## src/cts_pkg.sv

```systemverilog
// Shared types, constants and elaboration-time table functions for the circular setpoint block.
package cts_pkg;

  localparam int CORDIC_STAGES_DEF = 16;
  localparam int ADDR_W            = 5;
  localparam int DATA_W            = 32;
  localparam int ANG_W             = 36;
  localparam int XY_W              = 34;
  localparam int MOD_STEPS         = 18;
  localparam int ANG_STAGES        = MOD_STEPS + 3;
  localparam int POSE_STAGES       = 2;

  localparam logic [31:0]        DUR_LIMIT = 32'd65536000;
  localparam logic signed [15:0] Q15_ONE   = 16'sd32767;

  // largest power-of-three term still allowed to grow by 9
  localparam longint unsigned P3_LIMIT = 64'hFFFF_FFFF_FFFF_FFFF / 9;

  typedef enum logic [2:0] {
    REG_HUB_X        = 3'd0,
    REG_HUB_Y        = 3'd1,
    REG_HUB_Z        = 3'd2,
    REG_RADIUS       = 3'd3,
    REG_START_ANGLE  = 3'd4,
    REG_ANGULAR_RATE = 3'd5,
    REG_DURATION     = 3'd6,
    REG_FACING_MODE  = 3'd7
  } reg_idx_t;

  localparam logic [1:0] FACE_CENTER   = 2'd0;
  localparam logic [1:0] FACE_FIXED    = 2'd1;
  localparam logic [1:0] FACE_IDENTITY = 2'd2;

  typedef struct packed {
    logic signed [31:0] hub_x;
    logic signed [31:0] hub_y;
    logic signed [31:0] hub_z;
    logic [30:0]        radius;
    logic signed [19:0] start_angle;
    logic signed [19:0] angular_rate;
    logic [31:0]        duration;
    logic [1:0]         facing_mode;
  } cfg_t;

  typedef struct packed {
    logic               pose_valid;
    logic signed [31:0] pos_x;
    logic signed [31:0] pos_y;
    logic signed [31:0] pos_z;
    logic signed [15:0] quat_w;
    logic signed [15:0] quat_z;
  } pose_t;

  typedef struct packed {
    pose_t pose;
    logic  finished;
  } result_t;

  // restoring shift-and-subtract quotient for the table constants
  function automatic longint unsigned udiv64(input longint unsigned num,
                                             input longint unsigned den);
    longint unsigned q;
    longint unsigned r;
    int b;
    q = 64'd0;
    r = 64'd0;
    for (b = 63; b >= 0; b--) begin
      r = {r[62:0], num[b]};
      if (r >= den) begin
        r = r - den;
        q[b] = 1'b1;
      end
    end
    return q;
  endfunction

  // atan(2^-i) in Q.62 by its power series, i >= 1
  function automatic longint unsigned atan_pow2_q62(input int i);
    longint unsigned sum;
    longint unsigned term;
    int k;
    int e;
    sum = 64'd0;
    k = 0;
    e = 62 - i;
    while (e >= 0) begin
      term = udiv64(64'd1 << e, 64'(2 * k + 1));
      if (k[0]) sum = sum - term;
      else sum = sum + term;
      k = k + 1;
      e = 62 - i * (2 * k + 1);
    end
    return sum;
  endfunction

  // atan(1/3) in Q.62
  function automatic longint unsigned atan_third_q62();
    longint unsigned sum;
    longint unsigned term;
    longint unsigned p3;
    int k;
    bit done;
    sum = 64'd0;
    p3 = 64'd3;
    k = 0;
    done = 1'b0;
    while (!done) begin
      term = udiv64(udiv64(64'd1 << 62, p3), 64'(2 * k + 1));
      if (k[0]) sum = sum - term;
      else sum = sum + term;
      k = k + 1;
      if (p3 > P3_LIMIT) done = 1'b1;
      else p3 = p3 * 64'd9;
    end
    return sum;
  endfunction

  function automatic longint unsigned atan_q32(input int i);
    longint unsigned a;
    if (i == 0) a = atan_pow2_q62(1) + atan_third_q62();
    else a = atan_pow2_q62(i);
    return (a + (64'd1 << 29)) >> 30;
  endfunction

  function automatic longint unsigned pi_q32_calc();
    longint unsigned a1;
    a1 = atan_pow2_q62(1) + atan_third_q62();
    return (64'd4 * a1 + (64'd1 << 29)) >> 30;
  endfunction

  function automatic longint unsigned isqrt64(input longint unsigned v_in);
    longint unsigned v;
    longint unsigned res;
    longint unsigned b;
    v = v_in;
    res = 64'd0;
    b = 64'd1 << 62;
    while (b > v) b = b >> 2;
    while (b != 64'd0) begin
      if (v >= res + b) begin
        v = v - (res + b);
        res = (res >> 1) + b;
      end else begin
        res = res >> 1;
      end
      b = b >> 2;
    end
    return res;
  endfunction

  // 1/gain in Q.30, gain squared accumulated in Q.60 with truncating shifts
  function automatic longint unsigned kinv_q30(input int n);
    longint unsigned p;
    int i;
    p = 64'd1 << 60;
    for (i = 0; i < n; i++) p = p + (p >> (2 * i));
    return udiv64(64'd1 << 60, isqrt64(p));
  endfunction

  localparam longint unsigned PI_Q32      = pi_q32_calc();
  localparam longint unsigned TWO_PI_Q32  = 2 * PI_Q32;
  localparam longint unsigned HALF_PI_Q32 = PI_Q32 / 2;

endpackage

```

## src/cts_regs.sv

```systemverilog
// APB register file holding the trajectory configuration.
module cts_regs (
  input  logic                       clk,
  input  logic                       rst_n,
  input  logic                       psel,
  input  logic                       penable,
  input  logic                       pwrite,
  input  logic [cts_pkg::ADDR_W-1:0] paddr,
  input  logic [cts_pkg::DATA_W-1:0] pwdata,
  output logic [cts_pkg::DATA_W-1:0] prdata,
  output logic                       pready,
  output cts_pkg::cfg_t              cfg
);

  cts_pkg::cfg_t     cfg_r;
  cts_pkg::reg_idx_t idx;
  logic              wr_en;

  assign idx    = cts_pkg::reg_idx_t'(paddr[cts_pkg::ADDR_W-1:2]);
  assign wr_en  = psel && penable && pwrite;
  assign pready = 1'b1;
  assign cfg    = cfg_r;

  always_ff @(posedge clk) begin
    if (!rst_n) begin
      cfg_r <= '0;
    end else if (wr_en) begin
      case (idx)
        cts_pkg::REG_HUB_X:        cfg_r.hub_x        <= pwdata;
        cts_pkg::REG_HUB_Y:        cfg_r.hub_y        <= pwdata;
        cts_pkg::REG_HUB_Z:        cfg_r.hub_z        <= pwdata;
        cts_pkg::REG_RADIUS:       cfg_r.radius       <= pwdata[30:0];
        cts_pkg::REG_START_ANGLE:  cfg_r.start_angle  <= pwdata[19:0];
        cts_pkg::REG_ANGULAR_RATE: cfg_r.angular_rate <= pwdata[19:0];
        cts_pkg::REG_DURATION:     cfg_r.duration     <= pwdata;
        cts_pkg::REG_FACING_MODE:  cfg_r.facing_mode  <= pwdata[1:0];
        default: ;
      endcase
    end
  end

  always_comb begin
    case (idx)
      cts_pkg::REG_HUB_X:        prdata = cfg_r.hub_x;
      cts_pkg::REG_HUB_Y:        prdata = cfg_r.hub_y;
      cts_pkg::REG_HUB_Z:        prdata = cfg_r.hub_z;
      cts_pkg::REG_RADIUS:       prdata = {1'b0, cfg_r.radius};
      cts_pkg::REG_START_ANGLE:  prdata = {12'd0, cfg_r.start_angle};
      cts_pkg::REG_ANGULAR_RATE: prdata = {12'd0, cfg_r.angular_rate};
      cts_pkg::REG_DURATION:     prdata = cfg_r.duration;
      cts_pkg::REG_FACING_MODE:  prdata = {30'd0, cfg_r.facing_mode};
      default:                   prdata = '0;
    endcase
  end

endmodule

```

## config.mk

```make
export PLATFORM = sky130hd
export DESIGN_NAME = cts_regs
export DESIGN_NICKNAME = d
export VERILOG_FILES = /design/src/cts_pkg.sv /design/src/cts_regs.sv
export SDC_FILE = /design/constraint.sdc
export NUM_CORES = 1
export LEC_CHECK = 0
export BUFFER_PORTS_ARGS = -buffer_cell sky130_fd_sc_hd__buf_2
export CAP_MARGIN = 15
export CORE_MARGIN = 2
export CORE_UTILIZATION = 51
export CTS_CLUSTER_SIZE = 10
export DETAILED_ROUTE_END_ITERATION = 8
export GPL_ROUTABILITY_DRIVEN = 0
export GPL_TIMING_DRIVEN = 1
export PLACE_DENSITY = 0.8
export SETUP_SLACK_MARGIN = 0.3
export SLEW_MARGIN = 0
export SYNTH_ARGS = -nofsm -noshare
export SYNTH_HDL_FRONTEND = slang
export SYNTH_SLANG_ARGS = --single-unit
```

## constraint.sdc

```tcl
create_clock -name clk -period 1.7 [get_ports clk]
set_clock_uncertainty 0.2 [all_clocks]
set_input_delay 0.255 -clock clk [delete_from_list [all_inputs] [get_ports clk]]
set_output_delay 0.255 -clock clk [all_outputs]
set_load 0.1 [all_outputs]
```

==> results of run 1 <==
## through the flow
stage / TNS (ns) / worst slack (ns) / instances
after detailed placement: -34.77 / -0.357 / 1462
after global placement: -28.86 / -0.320 / 1462
after floorplan: -6.08 / -0.301 / 974
## cells by family after synthesis
family / synth area share
other cells: 0.000440
simple gates: 0.188
buf+inv: 0.0687
compound gates: 0.198
mux: 0.0721
flops: 0.472
## cell usage after synthesis (2+ instances only)
cell,count,area [um2]
nand3_1,213,1070
dfxtp_1,201,4020
o21ai_0,114,571
o21ai_1,68,340
nand2_1,65,244
o21ai_2,41,359
clkbuf_1,36,135
nor2_1,34,128
mux2i_1,31,310
buf_2,27,135
buf_6,16,180
buf_1,14,52.6
inv_1,12,45.0
a211oi_1,11,82.6
a21oi_1,11,55.1
mux4_2,11,248
o22a_1,11,96.3
a211o_1,7,61.3
a32oi_1,7,61.3
nor2b_1,6,37.5
buf_4,5,37.5
mux2_2,5,56.3
a31oi_1,4,25.0
nand2b_1,4,25.0
or3_1,4,25.0
a22o_1,2,17.5
a22oi_1,2,15.0
nor3b_1,2,15.0
==> flow_metrics.tcl, run 1 <==
set metrics [dict create \
    postSynthAreaPerCell_um2 8.75 \
    die_h_um 133 \
    initial_core_util 0.518 \
    ys_types 38 \
    portBuffers 272 \
    ios 276 \
    syn_area_um2 8530 \
    clock-sinks 201 \
    synth_edf_count 0 \
    synthCells 974 \
    outcome "stopped before the end" \
    post_cts_buffers 63 \
    rows 47 \
    cts_root_buf "clkbuf_16" \
    async_reset_ff_frac 0 \
    ys_seq_area_frac 0.472 \
    ys_ff_latch 201 \
    ctsHoldBuffers 32 \
    placed_area_um2 12700 \
    ys.flop_type "dfxtp_1" \
    dieWidth_um 133 \
    syn_nets 1016 \
    yosys_warnings 0 \
    lastStage "clock tree synthesis" \
    dp_hpwl_um 20900 \
    cts_resized 931 \
    htree_levels 1 \
    cts_made_buffers 24 \
    clk_path_buf_depth 3 \
    error_message "[ERROR DPL-0038] Utilization greater than 100%, impossible to legalize" \
]
==> run 2, diff against run 1 <==
CORE_UTILIZATION = 40   (was 51)
CTS_CLUSTER_SIZE = default   (was 10)
PLACE_DENSITY = default   (was 0.8)
PLACE_DENSITY_LB_ADDON = 0.15   (was default)
SETUP_SLACK_MARGIN = default   (was 0.3)
==> run 2 against run 1 <==
The flow now finishes, with violations (negative setup slack). Synthesized cell count stayed put. Synthesized area is the same.
==> flow_metrics.tcl, run 2 <==
set metrics [dict create \
    outcome "complete, but fails checks" \
    violations "negative setup slack" \
    clk_pin_slew_ns 0.06 \
    r2r_cells 3 \
    critPathKind "flip-flop to primary output" \
    drt_pass1_iterations 6 \
    peakVddDrop_mv 0.501 \
    coreArea_um2 21000 \
    p_leak_nw 5.72 \
    final_cell_mix "283 x buf_4, 213 x nand3_1, 123 x dfxtp_4" \
    critPathMaxStageDelay_ns 0.34 \
    grt_pass1_wl_um 46500 \
    overflow 0 \
    hold_viol 0 \
    ios 276 \
    switching_share 0.273 \
    fillers 1642 \
    tritoncts "done" \
    cp-start-kind "flip-flop" \
    cts_root_buf "clkbuf_16" \
    grt_max_degree 47 \
    synth_top_area_share 0.472 \
    synthCells 974 \
    synth_edf_count 0 \
    slowest_stage "dfxtp_4" \
    yosys_warnings 0 \
    clk_path_buf_depth 3 \
    synthMostInstantiatedCell "nand3_1" \
    crit_path_max_fanout 3 \
    initial_core_util 0.407 \
    setup-tns-final_ns -10.18 \
    grt_setup_unrepaired "yes" \
    die_h_um 150 \
    drt_iter0_markers 384 \
    total_power_mw 10.9 \
    synth.largest_area_cell "dfxtp_1" \
    drt_wl_total_um 30600 \
    clock-sinks 201 \
    p_seq_frac 0.421 \
    insertedDiodeCount 0 \
    combPwrFrac 0.140 \
    stdcell_area_um2 14100 \
    syn_nets 1016 \
    via_per_inst 5.37 \
    hold_path_end "cfg[1]$_SDFFE_PN0P_" \
    dieWidth_um 150 \
    area_growth_syn_to_layout_pct 65.3 \
    track_usage 0.261 \
    htree_levels 1 \
    ant_nets 0 \
    wl_per_cell_um 18.9 \
    maxSlewViolCount 0 \
    max_freq_mhz 478 \
    period_share 1.23 \
    clkLatencyLatePin_ns 0.50 \
    required_ns 1.24 \
    drc 0 \
    power.internal_mw 7.94 \
    ys_ff_latch 201 \
    r2r-start "cfg[189]$_SDFFE_PN0P_" \
    syn_area_um2 8530 \
    dp_hpwl_um 20800 \
    power.switching_mw 2.99 \
    die-area_um2 22500 \
    critPathTopFamily "compound AO/OA/AOI/OAI gates" \
    largest_reg_flops 201 \
    portBuffers 272 \
    hold_class "input pin to flip-flop" \
    end_kind "primary output" \
    clkPwrFrac 0.439 \
    finalSetupViolations 34 \
    rows 53 \
    fin_ws_ns -0.393 \
    synth_area_leaders "dfxtp_1 47%, nand3_1 13%, o21ai_0 6.7%" \
    final_common_cell "buf_4" \
    ys.flop_type "dfxtp_1" \
    hold_depth 5 \
    worst-path-buf-inv 1 \
    ys_seq_area_frac 0.472 \
    cts_made_buffers 23 \
    maxCapViolations 0 \
    synth_common_cells "213 x nand3_1, 201 x dfxtp_1, 114 x o21ai_0" \
    route.vias.total 8705 \
    worst_r2r_endpoint "cfg[189]$_SDFFE_PN0P_" \
    fin_crit_ns 2.09 \
    holdCritStartpoint "paddr[4]" \
    power.density_nw_per_um2 775 \
    arrival_ns 1.64 \
    nets 1372 \
    postSynthAreaPerCell_um2 8.75 \
    grt_pass1_vias 8610 \
    ys_types 38 \
    async_reset_ff_frac 0 \
    placed_area_um2 12000 \
    drive_gt1_frac 0.578 \
    worstPathCellList "mux2_2 -> a32oi_1 -> a21oi_4 -> buf_12" \
    r2r_slack_ns 0.73 \
    antenna_found_initial 0 \
]
==> run 2: cell counts after synthesis <==
Identical to the previous run, type by type.
==> run 2: routing by layer <==
metal	track usage	wire length (um)	vias to the layer above
li1	-	-	4235
met1	0.323	12800	4158
met2	0.460	15300	274
met3	0.0518	2010	38
met4	0.0745	538	0
met5	0	0	-
==> run 2: worst reg2reg max path: cells and delay by family, from the launching register on <==
| kind | cells | cell delay [ns] |
|---|---|---|
| AO/OA/AOI/OAI | 1 | 0.09 |
| flip-flops | 1 | 0.35 |
| AND/OR/NAND/NOR | 1 | 0.06 |
| buffers and inverters | 1 | 0.14 |
==> run 2: layout make-up <==
type | instances | area (um2) | share of cell area
Timing Repair Buffer | 429 | 3930 | 0.278
Multi-Input combinational cell | 663 | 4470 | 0.317
Sequential cell | 201 | 4580 | 0.325
Inverter | 12 | 45.0 | 0.00320
Tap cell | 275 | 344 | 0.0244
Clock buffer | 34 | 667 | 0.0473
Clock inverter | 7 | 62.6 | 0.00444
==> run 2: power groups by stage <==
stage	Sequential, mW	Clock [mW]	Combinational [mW]
detailed placement	4.70	0	1.41
CTS	4.60	4.87	1.52
finish	4.60	4.79	1.53
global route	4.60	5.07	1.60
global placement	4.70	0	1.41
floorplan	4.95	0	0.711
==> run 2: kinds of logic after synthesis <==
logic type	share of synthesized area
buf+inv	0.0687
compound gates	0.198
mux	0.0721
flops	0.472
other cells	0.000440
simple gates	0.188
==> run 2: how the worst max path moves through the flow <==
stage | start | endpoint | slack [ns] | cells after the start
final | cfg[46]$_SDFFE_PN0P_ | prdata[12] | -0.39 | 4
after global routing | cfg[65]$_SDFFE_PN0P_ | prdata[11] | -0.43 | 5
after CTS | cfg[65]$_SDFFE_PN0P_ | prdata[11] | -0.41 | 5
after detailed placement | paddr[2] | cfg[189]$_SDFFE_PN0P_ | -0.36 | 6
after global placement | paddr[2] | prdata[7] | -0.32 | 8
after floorplan | paddr[2] | prdata[15] | -0.30 | 5
==> run 2: through the flow <==
step,std cells,setup slack (ns),hold WS (ns),utilization
2_1_floorplan,974,-0.301,0.184,-
3_3_place_gp,1507,-0.319,0.254,0.573
3_5_place_dp,1507,-0.357,0.259,0.573
4_1_cts,1616,-0.411,0.132,0.663
5_1_grt,1621,-0.434,0.176,0.673
6_report,1621,-0.393,0.152,0.673
==> run 2: what timing repair did <==
| item | CTS | global route |
|---|---|---|
| endpoints found under the setup margin | 233 | 54 |
| hold endpoints to repair | 163 | 0 |
| resized for setup | 221 | 41 |
| pin swaps | 31 | 7 |
| setup buffers | 35 | 7 |
| hold buffers | 33 | 0 |
(Power assumes the default switching activity.)
