**src/cts_pkg.sv**
```systemverilog
// Shared types, constants and elaboration-time table functions for the circular setpoint block.
package cts_pkg;

  localparam int CORDIC_STAGES_DEF = 16;
  localparam int ADDR_W            = 5;
  localparam int DATA_W            = 32;
  localparam int ANG_W             = 36;
  localparam int XY_W              = 34;
  localparam int MOD_STEPS         = 18;
  localparam int ANG_STAGES        = MOD_STEPS + 3;
  localparam int POSE_STAGES       = 2;

  localparam logic [31:0]        DUR_LIMIT = 32'd65536000;
  localparam logic signed [15:0] Q15_ONE   = 16'sd32767;

  // largest power-of-three term still allowed to grow by 9
  localparam longint unsigned P3_LIMIT = 64'hFFFF_FFFF_FFFF_FFFF / 9;

  typedef enum logic [2:0] {
    REG_HUB_X        = 3'd0,
    REG_HUB_Y        = 3'd1,
    REG_HUB_Z        = 3'd2,
    REG_RADIUS       = 3'd3,
    REG_START_ANGLE  = 3'd4,
    REG_ANGULAR_RATE = 3'd5,
    REG_DURATION     = 3'd6,
    REG_FACING_MODE  = 3'd7
  } reg_idx_t;

  localparam logic [1:0] FACE_CENTER   = 2'd0;
  localparam logic [1:0] FACE_FIXED    = 2'd1;
  localparam logic [1:0] FACE_IDENTITY = 2'd2;

  typedef struct packed {
    logic signed [31:0] hub_x;
    logic signed [31:0] hub_y;
    logic signed [31:0] hub_z;
    logic [30:0]        radius;
    logic signed [19:0] start_angle;
    logic signed [19:0] angular_rate;
    logic [31:0]        duration;
    logic [1:0]         facing_mode;
  } cfg_t;

  typedef struct packed {
    logic               pose_valid;
    logic signed [31:0] pos_x;
    logic signed [31:0] pos_y;
    logic signed [31:0] pos_z;
    logic signed [15:0] quat_w;
    logic signed [15:0] quat_z;
  } pose_t;

  typedef struct packed {
    pose_t pose;
    logic  finished;
  } result_t;

  // restoring shift-and-subtract quotient for the table constants
  function automatic longint unsigned udiv64(input longint unsigned num,
                                             input longint unsigned den);
    longint unsigned q;
    longint unsigned r;
    int b;
    q = 64'd0;
    r = 64'd0;
    for (b = 63; b >= 0; b--) begin
      r = {r[62:0], num[b]};
      if (r >= den) begin
        r = r - den;
        q[b] = 1'b1;
      end
    end
    return q;
  endfunction

  // atan(2^-i) in Q.62 by its power series, i >= 1
  function automatic longint unsigned atan_pow2_q62(input int i);
    longint unsigned sum;
    longint unsigned term;
    int k;
    int e;
    sum = 64'd0;
    k = 0;
    e = 62 - i;
    while (e >= 0) begin
      term = udiv64(64'd1 << e, 64'(2 * k + 1));
      if (k[0]) sum = sum - term;
      else sum = sum + term;
      k = k + 1;
      e = 62 - i * (2 * k + 1);
    end
    return sum;
  endfunction

  // atan(1/3) in Q.62
  function automatic longint unsigned atan_third_q62();
    longint unsigned sum;
    longint unsigned term;
    longint unsigned p3;
    int k;
    bit done;
    sum = 64'd0;
    p3 = 64'd3;
    k = 0;
    done = 1'b0;
    while (!done) begin
      term = udiv64(udiv64(64'd1 << 62, p3), 64'(2 * k + 1));
      if (k[0]) sum = sum - term;
      else sum = sum + term;
      k = k + 1;
      if (p3 > P3_LIMIT) done = 1'b1;
      else p3 = p3 * 64'd9;
    end
    return sum;
  endfunction

  function automatic longint unsigned atan_q32(input int i);
    longint unsigned a;
    if (i == 0) a = atan_pow2_q62(1) + atan_third_q62();
    else a = atan_pow2_q62(i);
    return (a + (64'd1 << 29)) >> 30;
  endfunction

  function automatic longint unsigned pi_q32_calc();
    longint unsigned a1;
    a1 = atan_pow2_q62(1) + atan_third_q62();
    return (64'd4 * a1 + (64'd1 << 29)) >> 30;
  endfunction

  function automatic longint unsigned isqrt64(input longint unsigned v_in);
    longint unsigned v;
    longint unsigned res;
    longint unsigned b;
    v = v_in;
    res = 64'd0;
    b = 64'd1 << 62;
    while (b > v) b = b >> 2;
    while (b != 64'd0) begin
      if (v >= res + b) begin
        v = v - (res + b);
        res = (res >> 1) + b;
      end else begin
        res = res >> 1;
      end
      b = b >> 2;
    end
    return res;
  endfunction

  // 1/gain in Q.30, gain squared accumulated in Q.60 with truncating shifts
  function automatic longint unsigned kinv_q30(input int n);
    longint unsigned p;
    int i;
    p = 64'd1 << 60;
    for (i = 0; i < n; i++) p = p + (p >> (2 * i));
    return udiv64(64'd1 << 60, isqrt64(p));
  endfunction

  localparam longint unsigned PI_Q32      = pi_q32_calc();
  localparam longint unsigned TWO_PI_Q32  = 2 * PI_Q32;
  localparam longint unsigned HALF_PI_Q32 = PI_Q32 / 2;

endpackage

```
**src/cts_ctl.sv**
```systemverilog
// Pipeline valid line, finished tags, and the output register with a skid stage.
module cts_ctl #(
  parameter int DEPTH = 41
) (
  input  logic              clk,
  input  logic              rst_n,
  input  logic              in_valid,
  input  logic              in_fin,
  input  cts_pkg::pose_t    pose_in,
  input  logic              out_stall,
  output logic              ce,
  output logic              in_stall,
  output logic              out_valid,
  output cts_pkg::result_t  out_res
);

  logic [DEPTH-1:0]  v_r, fin_r;
  logic              out_v_r, skid_v_r;
  logic              arrive, pop;
  cts_pkg::result_t  out_r, skid_r, item;

  // the whole pipe advances unless the skid stage is holding a request
  assign ce       = !skid_v_r;
  assign in_stall = skid_v_r;
  assign arrive   = ce && v_r[DEPTH-1];
  assign pop      = out_v_r && !out_stall;
  assign item     = '{pose: pose_in, finished: fin_r[DEPTH-1]};

  always_ff @(posedge clk) begin
    if (!rst_n) begin
      v_r      <= '0;
      out_v_r  <= 1'b0;
      skid_v_r <= 1'b0;
    end else begin
      if (ce) v_r <= {v_r[DEPTH-2:0], in_valid};
      if (!out_v_r || pop) begin
        if (skid_v_r) begin
          out_v_r  <= 1'b1;
          skid_v_r <= 1'b0;
        end else begin
          out_v_r <= arrive;
        end
      end else if (arrive) begin
        skid_v_r <= 1'b1;
      end
    end
  end

  always_ff @(posedge clk) begin
    if (ce) fin_r <= {fin_r[DEPTH-2:0], in_fin};
    if (!out_v_r || pop) out_r <= skid_v_r ? skid_r : item;
    else if (arrive) skid_r <= item;
  end

  assign out_valid = out_v_r;
  assign out_res   = out_r;

  a_skid_implies_out: assert property (@(posedge clk) disable iff (!rst_n)
    skid_v_r |-> out_v_r)
    else $error("skid holds a request while the output register is empty");

  a_skid_drains: assert property (@(posedge clk) disable iff (!rst_n)
    (skid_v_r && !out_stall) |=> (out_v_r && !skid_v_r))
    else $error("skid did not move to the output register");

  a_blocked_arrival: assert property (@(posedge clk) disable iff (!rst_n)
    (arrive && out_v_r && out_stall) |=> skid_v_r)
    else $error("request arriving at a held output was not caught in the skid");

endmodule

```
**config.mk**
```make
export PLATFORM = sky130hd
export DESIGN_NAME = cts_ctl
export DESIGN_NICKNAME = d
export VERILOG_FILES = /design/src/cts_pkg.sv /design/src/cts_ctl.sv
export SDC_FILE = /design/constraint.sdc
export NUM_CORES = 1
export LEC_CHECK = 0
export ABC_AREA = 0
export BUFFER_PORTS_ARGS = -buffer_cell sky130_fd_sc_hd__clkbuf_2
export CAP_MARGIN = 10
export CORE_UTILIZATION = 54
export DETAILED_ROUTE_END_ITERATION = 8
export PLACE_DENSITY = 0.79
export REMOVE_ABC_BUFFERS = 1
export SLEW_MARGIN = 10
export SYNTH_ARGS = -nofsm -noshare
export SYNTH_HDL_FRONTEND = slang
export SYNTH_SLANG_ARGS = --single-unit
```
**constraint.sdc**
```tcl
create_clock -name clk -period 21.1 [get_ports clk]
set_clock_uncertainty 0.2 [all_clocks]
set_input_delay 3.165 -clock clk [delete_from_list [all_inputs] [get_ports clk]]
set_output_delay 3.165 -clock clk [all_outputs]
set_load 0.005 [all_outputs]
```
Word level (Yosys, flattened, before mapping)

Index checks and enable logic that the tools add are counted.

Register bits: 344
Input bits: 134
Output and inout port bits: 133
Word-level logic and storage cells: 30

Muxes and demuxes: 2
Bitwise operators: 2
Reductions and logical operators: 8

Operator list:

| operator            | count |
|---|---|
| two-way mux 130 bit | 1 |
| logical NOT 1 bit   | 3 |
| logical AND 1 bit   | 2 |
| NOT 1 bit           | 2 |
| AND reduction 2 bit | 1 |
| OR reduction 2 bit  | 1 |
| logical OR 1 bit    | 1 |
| two-way mux 1 bit   | 1 |

Longest topological paths before layout

Word-level depth: 5
Depth in mapped cells: 5
Mapped depth without buffers: 2

Worst setup path before layout

Ideal clock, no wire load.

Path kind: input to register
Start point: in out_stall
End point: reg skid_r[0] in the netlist's numbering, enable pin
Library setup time: 804 ps
Data arrival time: 16040 ps
Slack: 4055 ps
Stages: 2
Path buffers: 0
Cell sequence: nand2_1 -> nor3b_1

Cells in the longest elaborated chain, start to end: 5

Ends and longest elaborated chain:

| item                                 | line          | RTL |
|---|---|---|
| start: declaration                   | cts_ctl.sv:10 | `input logic out_stall,` |
| logical NOT 1 bit                    | cts_ctl.sv:26 | `assign pop = out_v_r && !out_stall;` |
| logical AND 1 bit                    | cts_ctl.sv:26 |  |
| logical OR 1 bit                     | cts_ctl.sv:51 | `if (!out_v_r \|\| pop) out_r <= skid_v_r ? skid_r : item;` |
| NOT 1 bit (no source line)           | --            |  |
| AND reduction 2 bit (no source line) | --            |  |
| end signal: assignment               | cts_ctl.sv:52 | `else if (arrive) skid_r <= item;` |
| end: declaration                     | cts_ctl.sv:20 | `cts_pkg::result_t out_r, skid_r, item;` |

Every way passes these cells.
A chain may end at the register's enable or synchronous reset.

Final worst setup path

Start point: in out_stall
End point: reg skid_r[76] in the netlist's numbering, enable pin

Same word-level chain as after synthesis.

==> results.txt <==
The first global-routing pass estimated roughly 32000 µm of wire. The total setup violations reported at the end of the flow came out at 0. The first-pass iteration count of the detailed router is 4. The relative slew slack is 0.2790. Of all nets on the critical path, the largest fanout is 73. Once detail routing completed, the nets flagged for antenna violations numbered 0.

Counting every instance in the synthesized netlist gives ~600. The maximum clock path buffer count came out at 3. The area of the die is roughly 24000 µm². Setup repair after global routing left no endpoint under its margin. In the post-synthesis netlist, the biggest area contributors are sky130_fd_sc_hd__edfxtp_1 70%, sky130_fd_sc_hd__mux2_4 15%, sky130_fd_sc_hd__dfxtp_1 6.7%, sky130_fd_sc_hd__mux2i_1 3.2%, sky130_fd_sc_hd__nor2b_1 2.0%. The final hold violation count is 0. For this run, the total global-route usage over all layers was measured as 0.1738. The number of cells after detailed placement came out at roughly 1200. The total setup buffers inserted after CTS came out at 0.

The combinational fraction of design power is 0.039. The number of global-route vias before repair was between 5000 and 6000. Synthesis inferred 344 register bits.

The total congestion overflow is 0. During placement, the flow inserted port buffers numbering 266. At the end of the flow, the number of nets in the layout was roughly 1000. The share of total power dissipated in sequential elements is 0.546. The final number of max-transition violations is 0. The chip width is ~160 µm. The peak ir drop on the vdd network came out at approximately 70 µV. The mean instance size in the synthesized netlist is ~22 µm². The number of antenna violations at the first check in global routing came out at 0.

The worst setup path is launched from an input pin. The power density normalized to cell area is 90.26 nW/µm². The clock sink total is 344.

The worst endpoint data arrival time is slightly above 6 ns. The net switching power of the design came out at 0.2588 mW. The analysis attributes to cell leakage a power of ~6 nW. The share of total power consumed by net switching is 0.1854. The cell internal power dissipation is about 1.1 mW. The initial cell density of the core came out at 0.5493. Of the available clock period, the critical path in the final layout requires 0.2948.

The worst setup path is captured at a flop. For this run, design rule violations remaining after detail routing come to 0. The mean number of vias per cell came out at approximately 5. The overall via count from detail_route is between 5000 and 6000.

Compared with the post-synthesis result, the final layout area differs by 19.95%. Entering global routing, the biggest net connects 74 pins. The highest attainable clock frequency is 0.1608 GHz. The part of the power in the clock network is 0.416. The count of cell types in the netlist came out at 15.

The reported max-cap violation count came out at 0. The floorplan step set the die height to around 160 µm. The portion of the post-synthesis area used by sequential elements is 0.7679. The cell taking the most area after synthesis is sky130_fd_sc_hd__edfxtp_1.

The clock network latency to the later pin of the worst-skew pair is roughly 0.50 ns. The depth of the CTS H-tree came out at 2. The final wirelength is 21260 µm.

The type of the worst setup path is input pin to flop. After floorplanning, the core was divided into 56 placement rows. The share of post-route cells with drive strength above 1 is 0.5078.

The clock-pin slew reported for the worst setup and hold paths after clock tree synthesis is ~0.060 ns. The estimated wirelength of the detail-placed design came out at about 14000 µm. The TritonCTS clock tree is yes. The count of cells in the finished layout, fillers not included, comes to about 1200.

After layout, the minimum clock period comes to approximately 6.2 ns. In this run, CTS created clock tree buffers numbering 36. The class of the tightest hold or removal check is flop to flop. The hold buffer count at cts is 0. The run finished with clean final reports.

STA puts the critical path data required time at 21.02 ns. The master cell of the clock root buffer is sky130_fd_sc_hd__clkbuf_16. In this run, the number of DRC markers left after iteration 0 of detailed routing was ~360. The register-to-register setup slack is ~17 ns. In this run the count of I/O pins placed on the die edge is approximately 270. The post-cts gate resize count is 0. The congestion estimate from routability-driven global placement came to 0.7641.

The floorplan step defined a core boundary enclosing about 23000 µm². The transition at the pin with the smallest max-transition slack is 1.081 ns. The post-route worst setup slack is ~15 ns. After detailed routing, the average wire length per cell comes to 17.46 µm. The synthesized netlist occupies a cell area of between 10000 and 15000 µm². The pre-CTS setup slack is roughly 14 ns. Of the post-synthesis cell area, the dominant cell type holds 0.7011. The count of synthesis-stage warnings from yosys is 0.
[cells in the mapped netlist]
library cell / n
sky130_fd_sc_hd__a21boi_0: 1
sky130_fd_sc_hd__buf_12: 11
sky130_fd_sc_hd__buf_4: 1
sky130_fd_sc_hd__buf_6: 6
sky130_fd_sc_hd__buf_8: 2
sky130_fd_sc_hd__clkbuf_1: 4
sky130_fd_sc_hd__dfxtp_1: 43
sky130_fd_sc_hd__edfxtp_1: 301
sky130_fd_sc_hd__inv_1: 1
sky130_fd_sc_hd__mux2_4: 130
sky130_fd_sc_hd__mux2i_1: 41
sky130_fd_sc_hd__nand2_1: 1
sky130_fd_sc_hd__nor2_1: 1
sky130_fd_sc_hd__nor2b_1: 41
sky130_fd_sc_hd__nor3b_1: 2
[final cells by class]
cell class	count	area [µm²]
Timing Repair Buffer	273	1384
Sequential cell	344	9903
Clock inverter	9	52.55
Clock buffer	54	1059
Multi-Input combinational cell	217	2661
Tap cell	319	399.1
Fill cell	1568	8008
Antenna cell	1	2.502
Inverter	1	3.754
[power groups by stage]
stage                     clock network, mW  registers (mW)  logic [mW]
after floorplan                           0           0.777      0.0190
final                                 0.580           0.762      0.0539
after global placement                    0           0.776      0.0531
after CTS                             0.597           0.762      0.0548
after global routing                  0.623           0.763      0.0586
after detailed placement                  0           0.776      0.0545
[registers in the layout (all words and copies together), names as in the netlist]
register	cells
v_r	41
skid_r	130
in_stall	1
out_valid	1
fin_r	41
out_res	130
[cell usage in the layout, fill, tap and decap left out]
master	instances
sky130_fd_sc_hd__nor2b_1	41
sky130_fd_sc_hd__diode_2	1
sky130_fd_sc_hd__nor3b_1	1
sky130_fd_sc_hd__nor2_1	1
sky130_fd_sc_hd__mux2_4	130
sky130_fd_sc_hd__buf_4	7
sky130_fd_sc_hd__clkbuf_16	38
sky130_fd_sc_hd__inv_1	1
sky130_fd_sc_hd__a21boi_0	1
sky130_fd_sc_hd__clkbuf_4	2
sky130_fd_sc_hd__nand2_4	1
sky130_fd_sc_hd__dfxtp_1	42
sky130_fd_sc_hd__clkbuf_8	4
sky130_fd_sc_hd__clkinv_8	1
sky130_fd_sc_hd__clkinv_1	3
sky130_fd_sc_hd__edfxtp_1	301
sky130_fd_sc_hd__clkbuf_2	266
sky130_fd_sc_hd__nor3b_2	1
sky130_fd_sc_hd__clkinv_2	5
sky130_fd_sc_hd__mux2i_1	41
sky130_fd_sc_hd__dfxtp_4	1
sky130_fd_sc_hd__clkbuf_1	10
[worst paths after layout]
kind / from / end / cells after the start
setup reg to reg: out_valid / skid_r[76] / 4
hold reg to reg: fin_r[17] / fin_r[18] / 0
setup / recovery: out_stall / skid_r[76] / 5
hold / removal: fin_r[17] / fin_r[18] / 0
[critical path: stages]
cell,delay (ns)
sky130_fd_sc_hd__clkbuf_2,0.10
sky130_fd_sc_hd__nand2_4,0.42
sky130_fd_sc_hd__nor3b_2,0.84
sky130_fd_sc_hd__buf_4,0.65
sky130_fd_sc_hd__buf_4,0.82
[logic make-up (layout without fill, tap and decap cells)]
kind of cell / after synthesis / in the layout / synth area share
AOI/OAI and AO/OA: 1 / 1 / 0.0005825
buffers and inverters: 25 / 337 / 0.02669
DFF: 344 / 344 / 0.7679
muxes: 171 / 171 / 0.1832
other: 0 / 1 / 0
and+or+nand+nor: 45 / 45 / 0.02164
[metrics by stage]
stage          instance area (µm²)  power [mW]  utilization  TNS (ns)  hold WS, ns
2_1_floorplan                12550      0.7958            -   -124.76       0.2003
3_3_place_gp                 14350      0.8288       0.6114         0       0.2011
3_5_place_dp                 14350      0.8307       0.6114         0       0.2045
4_1_cts                      15460       1.413       0.6587         0       0.2179
5_1_grt                      15460       1.445       0.6587         0       0.2228
6_report                     15460       1.396       0.6588         0       0.2175
[routing by layer]
| metal | vias up | track usage | part of all wire |
|---|---|---|---|
| li1 | 2840 | - | - |
| met1 | 2878 | 0.2312 | 0.43 |
| met2 | 200 | 0.2827 | 0.48 |
| met3 | 23 | 0.04376 | 0.070 |
| met4 | 0 | 0.05275 | 0.015 |
| met5 | - | 0 | 0 |
No activity file was read; power rests on OpenSTA's default activity.
