### src/cts_pkg.sv
// Shared types, constants and elaboration-time table functions for the circular setpoint block.
package cts_pkg;

  localparam int CORDIC_STAGES_DEF = 16;
  localparam int ADDR_W            = 5;
  localparam int DATA_W            = 32;
  localparam int ANG_W             = 36;
  localparam int XY_W              = 34;
  localparam int MOD_STEPS         = 18;
  localparam int ANG_STAGES        = MOD_STEPS + 3;
  localparam int POSE_STAGES       = 2;

  localparam logic [31:0]        DUR_LIMIT = 32'd65536000;
  localparam logic signed [15:0] Q15_ONE   = 16'sd32767;

  // largest power-of-three term still allowed to grow by 9
  localparam longint unsigned P3_LIMIT = 64'hFFFF_FFFF_FFFF_FFFF / 9;

  typedef enum logic [2:0] {
    REG_HUB_X        = 3'd0,
    REG_HUB_Y        = 3'd1,
    REG_HUB_Z        = 3'd2,
    REG_RADIUS       = 3'd3,
    REG_START_ANGLE  = 3'd4,
    REG_ANGULAR_RATE = 3'd5,
    REG_DURATION     = 3'd6,
    REG_FACING_MODE  = 3'd7
  } reg_idx_t;

  localparam logic [1:0] FACE_CENTER   = 2'd0;
  localparam logic [1:0] FACE_FIXED    = 2'd1;
  localparam logic [1:0] FACE_IDENTITY = 2'd2;

  typedef struct packed {
    logic signed [31:0] hub_x;
    logic signed [31:0] hub_y;
    logic signed [31:0] hub_z;
    logic [30:0]        radius;
    logic signed [19:0] start_angle;
    logic signed [19:0] angular_rate;
    logic [31:0]        duration;
    logic [1:0]         facing_mode;
  } cfg_t;

  typedef struct packed {
    logic               pose_valid;
    logic signed [31:0] pos_x;
    logic signed [31:0] pos_y;
    logic signed [31:0] pos_z;
    logic signed [15:0] quat_w;
    logic signed [15:0] quat_z;
  } pose_t;

  typedef struct packed {
    pose_t pose;
    logic  finished;
  } result_t;

  // restoring shift-and-subtract quotient for the table constants
  function automatic longint unsigned udiv64(input longint unsigned num,
                                             input longint unsigned den);
    longint unsigned q;
    longint unsigned r;
    int b;
    q = 64'd0;
    r = 64'd0;
    for (b = 63; b >= 0; b--) begin
      r = {r[62:0], num[b]};
      if (r >= den) begin
        r = r - den;
        q[b] = 1'b1;
      end
    end
    return q;
  endfunction

  // atan(2^-i) in Q.62 by its power series, i >= 1
  function automatic longint unsigned atan_pow2_q62(input int i);
    longint unsigned sum;
    longint unsigned term;
    int k;
    int e;
    sum = 64'd0;
    k = 0;
    e = 62 - i;
    while (e >= 0) begin
      term = udiv64(64'd1 << e, 64'(2 * k + 1));
      if (k[0]) sum = sum - term;
      else sum = sum + term;
      k = k + 1;
      e = 62 - i * (2 * k + 1);
    end
    return sum;
  endfunction

  // atan(1/3) in Q.62
  function automatic longint unsigned atan_third_q62();
    longint unsigned sum;
    longint unsigned term;
    longint unsigned p3;
    int k;
    bit done;
    sum = 64'd0;
    p3 = 64'd3;
    k = 0;
    done = 1'b0;
    while (!done) begin
      term = udiv64(udiv64(64'd1 << 62, p3), 64'(2 * k + 1));
      if (k[0]) sum = sum - term;
      else sum = sum + term;
      k = k + 1;
      if (p3 > P3_LIMIT) done = 1'b1;
      else p3 = p3 * 64'd9;
    end
    return sum;
  endfunction

  function automatic longint unsigned atan_q32(input int i);
    longint unsigned a;
    if (i == 0) a = atan_pow2_q62(1) + atan_third_q62();
    else a = atan_pow2_q62(i);
    return (a + (64'd1 << 29)) >> 30;
  endfunction

  function automatic longint unsigned pi_q32_calc();
    longint unsigned a1;
    a1 = atan_pow2_q62(1) + atan_third_q62();
    return (64'd4 * a1 + (64'd1 << 29)) >> 30;
  endfunction

  function automatic longint unsigned isqrt64(input longint unsigned v_in);
    longint unsigned v;
    longint unsigned res;
    longint unsigned b;
    v = v_in;
    res = 64'd0;
    b = 64'd1 << 62;
    while (b > v) b = b >> 2;
    while (b != 64'd0) begin
      if (v >= res + b) begin
        v = v - (res + b);
        res = (res >> 1) + b;
      end else begin
        res = res >> 1;
      end
      b = b >> 2;
    end
    return res;
  endfunction

  // 1/gain in Q.30, gain squared accumulated in Q.60 with truncating shifts
  function automatic longint unsigned kinv_q30(input int n);
    longint unsigned p;
    int i;
    p = 64'd1 << 60;
    for (i = 0; i < n; i++) p = p + (p >> (2 * i));
    return udiv64(64'd1 << 60, isqrt64(p));
  endfunction

  localparam longint unsigned PI_Q32      = pi_q32_calc();
  localparam longint unsigned TWO_PI_Q32  = 2 * PI_Q32;
  localparam longint unsigned HALF_PI_Q32 = PI_Q32 / 2;

endpackage

### src/cts_angle.sv
// Angle pipeline: elapsed*rate + start angle, reduction mod 2pi, wrap to [-pi, pi).
module cts_angle (
  input  logic                             clk,
  input  logic                             ce,
  input  cts_pkg::cfg_t                    cfg,
  input  logic signed [31:0]               t_in,
  output logic signed [cts_pkg::ANG_W-1:0] ang,
  output logic signed [cts_pkg::ANG_W-1:0] yaw_half
);

  localparam int REM_W = 54;
  localparam logic [REM_W-1:0] MOD_OFFSET =
    REM_W'(cts_pkg::TWO_PI_Q32) << (cts_pkg::MOD_STEPS - 1);
  localparam logic signed [cts_pkg::ANG_W-1:0] PI_A     = cts_pkg::ANG_W'(cts_pkg::PI_Q32);
  localparam logic signed [cts_pkg::ANG_W-1:0] TWO_PI_A = cts_pkg::ANG_W'(cts_pkg::TWO_PI_Q32);

  logic signed [51:0]      prod_r;
  logic signed [52:0]      sum;
  logic [REM_W-1:0]        rem0_nxt;
  logic [REM_W-1:0]        rem_r [cts_pkg::MOD_STEPS+1];
  logic signed [cts_pkg::ANG_W-1:0] r_s;
  logic signed [cts_pkg::ANG_W-1:0] ang_r, yaw_r;

  always_ff @(posedge clk) begin
    if (ce) prod_r <= t_in * cfg.angular_rate;
  end

  // negative sums get a multiple of 2pi added so the reduction below is unsigned
  assign sum      = 53'(prod_r) + (53'(cfg.start_angle) <<< 16);
  assign rem0_nxt = sum[52] ? ($unsigned(54'(sum)) + MOD_OFFSET) : $unsigned(54'(sum));

  always_ff @(posedge clk) begin
    if (ce) rem_r[0] <= rem0_nxt;
  end

  for (genvar gj = 0; gj < cts_pkg::MOD_STEPS; gj++) begin : g_mod
    localparam logic [REM_W-1:0] SUB =
      REM_W'(cts_pkg::TWO_PI_Q32) << (cts_pkg::MOD_STEPS - 1 - gj);
    always_ff @(posedge clk) begin
      if (ce) rem_r[gj+1] <= (rem_r[gj] >= SUB) ? rem_r[gj] - SUB : rem_r[gj];
    end
  end

  assign r_s = signed'({1'b0, rem_r[cts_pkg::MOD_STEPS][cts_pkg::ANG_W-2:0]});

  // yaw toward the center is the wrapped angle plus pi, which is r - pi either way
  always_ff @(posedge clk) begin
    if (ce) begin
      ang_r <= (r_s >= PI_A) ? r_s - TWO_PI_A : r_s;
      yaw_r <= (r_s - PI_A) >>> 1;
    end
  end

  assign ang      = ang_r;
  assign yaw_half = yaw_r;

endmodule

### config.mk
export PLATFORM = sky130hd
export DESIGN_NAME = cts_angle
export DESIGN_NICKNAME = d
export VERILOG_FILES = /design/src/cts_pkg.sv /design/src/cts_angle.sv
export SDC_FILE = /design/constraint.sdc
export NUM_CORES = 2
export LEC_CHECK = 0
export ABC_CLOCK_PERIOD_IN_PS = 7930
export BUFFER_PORTS_ARGS = -buffer_cell sky130_fd_sc_hd__buf_2
export CAP_MARGIN = 20
export CELL_PAD_IN_SITES_DETAIL_PLACEMENT = 0
export CELL_PAD_IN_SITES_GLOBAL_PLACEMENT = 2
export CORE_ASPECT_RATIO = 1.25
export CORE_MARGIN = 2
export CORE_UTILIZATION = 43
export DETAILED_ROUTE_END_ITERATION = 16
export PLACE_DENSITY_LB_ADDON = 0.25
export SLEW_MARGIN = 20
export SYNTH_ARGS = -nofsm -noshare
export SYNTH_HDL_FRONTEND = slang
export SYNTH_SLANG_ARGS = --single-unit
### constraint.sdc
create_clock -name clk -period 7.93 [get_ports clk]
set_input_delay 0 -clock clk [delete_from_list [all_inputs] [get_ports clk]]
set_output_delay 0 -clock clk [all_outputs]
set_load 0.01 [all_outputs]
; Yosys cells after proc, flatten, opt, wreduce, memory -nomap -nowiden
; Memory sizes are Yosys's and may differ from the RTL's.
; Cells that the tools add are included.
[word_totals]
reg_bits = 123
ramBits = 1026
inputBits = 235
output_inout_bits = 72
elab_cells = 69
n_memories = 1
[mem_list]
columns = memory, depth, word_bits, rd, rd_clocked_by_memory_dff, write_ports, line
row1 = rem_r, 19, 54, 19, 0, 19, cts_angle.sv:20  ; logic [REM_W-1:0] rem_r [cts_pkg::MOD_STEPS+1];
[op_classes]
n_addsub = 22
mul = 1
magnitude_cmp = 19
muxes = 22
[ops]
columns = operator, n
row1 = $mux W54, 19
row2 = $add A53 B53 Y54 const B, 1
row3 = $ge A54 B35 Y1 const B, 1
row4 = $ge A54 B36 Y1 const B, 1
row5 = $ge A54 B37 Y1 const B, 1
row6 = $ge A54 B38 Y1 const B, 1
row7 = $ge A54 B39 Y1 const B, 1
row8 = $ge A54 B40 Y1 const B, 1
row9 = $ge A54 B41 Y1 const B, 1
row10 = $ge A54 B42 Y1 const B, 1
row11 = $ge A54 B43 Y1 const B, 1
row12 = $ge A54 B44 Y1 const B, 1
row13 = $ge A54 B45 Y1 const B, 1
row14 = $ge A54 B46 Y1 const B, 1
row15 = $ge A54 B47 Y1 const B, 1
row16 = $ge A54 B48 Y1 const B, 1
row17 = $ge A54 B49 Y1 const B, 1
row18 = $ge A54 B50 Y1 const B, 1
row19 = $ge A54 B51 Y1 const B, 1
row20 = $ge A54 B52 Y1 const B, 1
row21 = $sub A54 B35 Y54 const B, 1
row22 = $sub A54 B36 Y54 const B, 1
row23 = $sub A54 B37 Y54 const B, 1
row24 = $sub A54 B38 Y54 const B, 1
row25 = other kinds (21), 22

; Logic depth before layout (Yosys ltp)
[depth]
word_depth = 3
mapped_depth = 28

; Least setup slack after synthesis
; No wires, ideal clock.
[synth_path]
path_type = input -> register
from = input port cfg[38] (netlist bit)
to = register prod_r[50], data pin
setup_ns = 0.258
arrival_ns = 6.732
t_required_ns = 7.672
path_slack_ns = 0.941
path_stages = 25
n_path_buf = 1
cell_sequence = clkbuf_1 > and2_1 > fa_1 > fa_1 > inv_1 > fa_1 > inv_1 > fa_1 > fa_1 > fa_1 > inv_1 > fa_1 > inv_1 > ha_1 > a211oi_1 > nand2_1 > a221o_1 > or2_2 > o2111ai_1 > nand3_1 > a211oi_1 > o21ai_0 > a211o_1 > a21oi_1 > xnor2_1
[synth_via]
elab_chain_cells = 1
[synth_lines]
columns = item, line
row1 = from (decl), cts_angle.sv:5  ; input cts_pkg::cfg_t cfg,
row2 = $mul A32 B20 Y52, cts_angle.sv:25  ; if (ce) prod_r <= t_in * cfg.angular_rate;
row3 = to (signal assigned), cts_angle.sv:25
row4 = to (decl), cts_angle.sv:17  ; logic signed [51:0] prod_r;
; Every way passes these cells.
; A chain may end at the register's enable or synchronous reset.

; Final worst setup path
[layout_path]
from = input port t_in[0]
to = register prod_r[50], data pin
[layout_via]
elab_chain_cells = 1
[layout_lines]
columns = item, line
row1 = from (decl), cts_angle.sv:6  ; input logic signed [31:0] t_in,
row2 = $mul A32 B20 Y52, cts_angle.sv:25
; Every way passes these cells.

==> summary.md <==
| Metric | Value |
|---|---|
| Status | finished, final reports clean |
| Worst-Margin Slew | 1.10 ns |
| Worst hold path type | in2reg |
| Fin crit share | slightly above 90% |
| Area of the die | about 0.19 mm² |
| Routed Antenna Nets | 0 |
| CTS-repair resized insts | 0 |
| Yosys top cell area share | between 40% and 50% |
| Primary FF master, synth | edfxtp_1 |
| Post-synthesis mux area share | less than 1% |
| Row count | between 150 and 200 |
| Routability Congestion | a little under 0.9 |
| Via density | around 5.3 |
| Syn_nets | about 8500 |
| Critical path class | in2reg |
| Adder-Cell Fraction of Synth Area | 19.0% |
| Max-cap violations | 0 |
| Layout cell share with drive strength beyond 1 | around 6.4% |
| Setup violations, final | 0 |
| Design area | ~0.088 mm² |
| Synth Area in Compound Gates | 7.40% |
| CP arrival | between 7 and 8 ns |
| Number of synthesized flops with an enable pin | 1130 |
| Synth Area per Inst | around 11 µm² |
| Mapped Area | 0.0802 mm² |
| Max transition margin | 25.8% |
| Synth Area in Simple Gates | around 16% |
| Clock sink total | ~1100 |
| Largest net degree at the start of global routing | about 190 |
| FF+latch count, synth | about 1100 |
| Yosys cell types | between 90 and 100 |
| Xor/xnor share of the synthesized area | between 9 and 10% |
| CP required | about 8.4 ns |
| Crit-path max FO | 11 |
| FILL cells | 17278 |
| Setup TNS | 0 ns |
| Max-slew violations | 0 |
| Post-DP HPWL | 163000 µm |
| CTS buffer count | 114 |
| Total grt overflow | 0 |
| Io pins | between 300 and 400 |
| First-pass DRT Iterations | 5 |
| DR WL/cell | 20.4 µm |
| CTS tree | done |
| Post-Syn Instances | ~7400 |
| Core area | roughly 0.19 mm² |
| Clock buffer depth | 3 |
| Warning count from the yosys run | 0 |
| Largest family of logic cells by synthesized area | adder cells |
| Clock root cell | clkbuf_16 |
| Vias in the first global route | 55227 |
| Die extent in y | 487 µm |
| Starting DRT DRC Count | 2722 |
| Worst-Skew Late Latency | 0.77 ns |
| Startpoint types | input pin |
| RSZ-0062 raised after global routing | false |
| Most common cell in the netlist | edfxtp_1 |
| Clock slew at reported path FFs | 0.07 ns |
| Syn-to-layout area delta | 9.31% |
| Chip Width | approximately 390 µm |
| DRC violation count after routing | 0 |
| Gr usage total | between 20% and 30% |
| Synth area leader | edfxtp_1 |
| Final net count | between 8000 and 9000 |
| CTS HTree Levels | 3 |
| Starting Density | around 43% |
| Area after DPL | 0.0837 mm² |
| Asr flop ratio synth | 0% |
| Top post-synthesis cells by area | edfxtp_1, fa_1, xnor2_1, xor2_1, inv_1 |
| Element type at the critical path end | register |
| Commonest cells in the netlist | edfxtp_1, inv_1, nand2_1 |
| Clock skew | between 0.08 and 0.09 ns |
| Vias | 52949 |
| Max Freq | about 0.14 GHz |
| Antenna violations before repair | 11 |
| Global-route wire length before repair | roughly 320000 µm |
| IO buf count | roughly 150 |
| Final Hold Viols | 0 |
| Drt total wl | approximately 200000 µm |
| Seq/Total Area, Yosys | 42.3% |
| Min Tclk post-route | approximately 7.4 ns |
-- flip-flops by register name (all words and copies together) (netlist names) --
name,cells
prod_r,52
ang,36
rem_r,1007
yaw_half,35
-- final timing paths --
path                                             start                       to  slack (ns)  depth (start not counted)
worst max-delay path                           t_in[0]     prod_r[50]$_DFFE_PP_        0.57                         26
worst min-delay path                           cfg[65]   rem_r[0][27]$_DFFE_PP_        0.10                          5
worst max register to register  rem_r[12][6]$_DFFE_PP_  rem_r[13][25]$_DFFE_PP_        3.23                         13
worst min register to register    prod_r[10]$_DFFE_PP_   rem_r[0][10]$_DFFE_PP_        0.40                          0
-- through the flow --
| step | hold slack (ns) | instances | util [%] | setup slack, ns |
|---|---|---|---|---|
| 6_report | 0.102 | 10030 | 47.2 | 0.569 |
| 4_1_cts | 0.0436 | 10028 | 47.2 | 0.627 |
| 2_1_floorplan | 0.112 | 7417 | - | 0.941 |
| 3_3_place_gp | 0.403 | 9807 | 45.1 | 0.338 |
| 5_1_grt | 0.106 | 10029 | 47.2 | 0.240 |
| 3_5_place_dp | 0.399 | 9808 | 45.1 | 0.264 |
-- layer usage --
layer  up-vias  GRT usage, %  wire length [µm]
li1      25301             -                 -
met1     26364          24.5             77700
met2       940          41.8            112000
met3       328          2.55              7310
met4        16          7.03              6860
met5         -             0               101
-- worst max-delay path, stage by stage --
cell	delay (ns)
dlygate4sd3_1	0.57
buf_2	0.33
buf_4	0.27
nand2_1	0.11
fa_1	0.45
inv_1	0.09
fa_1	0.40
ha_1	0.33
fa_1	0.51
fa_1	0.54
fa_1	0.62
inv_1	0.08
fa_1	0.53
inv_1	0.05
ha_1	0.35
nand2_1	0.11
a21oi_1	0.06
a221o_1	0.35
or2_2	0.33
o2111ai_1	0.24
nand3_1	0.18
a211oi_1	0.36
o21ai_0	0.28
a211o_1	0.36
a21oi_1	0.18
xnor2_1	0.08
-- kinds of logic (layout without fill, tap and decap cells) --
family,count (synthesis),in the layout
xor+xnor,910,910
other cells,0,1
buf+inv,1093,1289
mux,15,15
fa+ha+maj,836,836
flops,1130,1130
compound gates,905,905
simple gates,2528,2528
-- layout make-up --
type / instances / area [µm²] / share of cell area [%]
Multi-Input combinational cell: 5194 / 42100 / 48.1
Sequential cell: 1130 / 33900 / 38.7
Inverter: 847 / 3180 / 3.63
Tap cell: 2416 / 3020 / 3.45
Clock buffer: 132 / 2940 / 3.36
Timing Repair Buffer: 229 / 1520 / 1.74
Clock inverter: 81 / 911 / 1.04
Antenna cell: 1 / 2.50 / 0.00286
-- placed cells by master (no fill, tap or decap), types with 14 or more instances in the layout --
| cell | count |
|---|---|
| nor4_1 | 128 |
| a21oi_1 | 235 |
| o31a_1 | 19 |
| clkinv_2 | 19 |
| nor4b_1 | 29 |
| a211oi_1 | 32 |
| o211ai_1 | 15 |
| ha_1 | 199 |
| fa_1 | 637 |
| nor3_1 | 205 |
| a31oi_1 | 32 |
| clkinv_1 | 27 |
| o21a_1 | 47 |
| nor3b_1 | 28 |
| nand2_1 | 700 |
| inv_1 | 847 |
| and2_1 | 369 |
| nor2b_1 | 51 |
| and3_1 | 58 |
| o21bai_1 | 23 |
| xor2_1 | 426 |
| or2_2 | 38 |
| buf_2 | 144 |
| clkbuf_1 | 17 |
| o21ai_0 | 193 |
| bufinv_16 | 14 |
| a21o_1 | 102 |
| clkbuf_16 | 115 |
| buf_4 | 66 |
| o31ai_1 | 37 |
| nand3_1 | 140 |
| nand4_1 | 52 |
| or4_1 | 25 |
| nor2_1 | 485 |
| nand2b_1 | 68 |
| a21boi_0 | 23 |
| or3_1 | 54 |
| edfxtp_1 | 1130 |
| nand3b_1 | 42 |
| xnor2_1 | 484 |
-- timing repair --
action,in CTS,in global routing
setup buffers,0,0
hold endpoints to repair,41,0
hold buffers,7,0
Power is left out: the tool's default activity adds up to more than one toggle a clock period on the data nets, which glitch-free logic cannot reach.
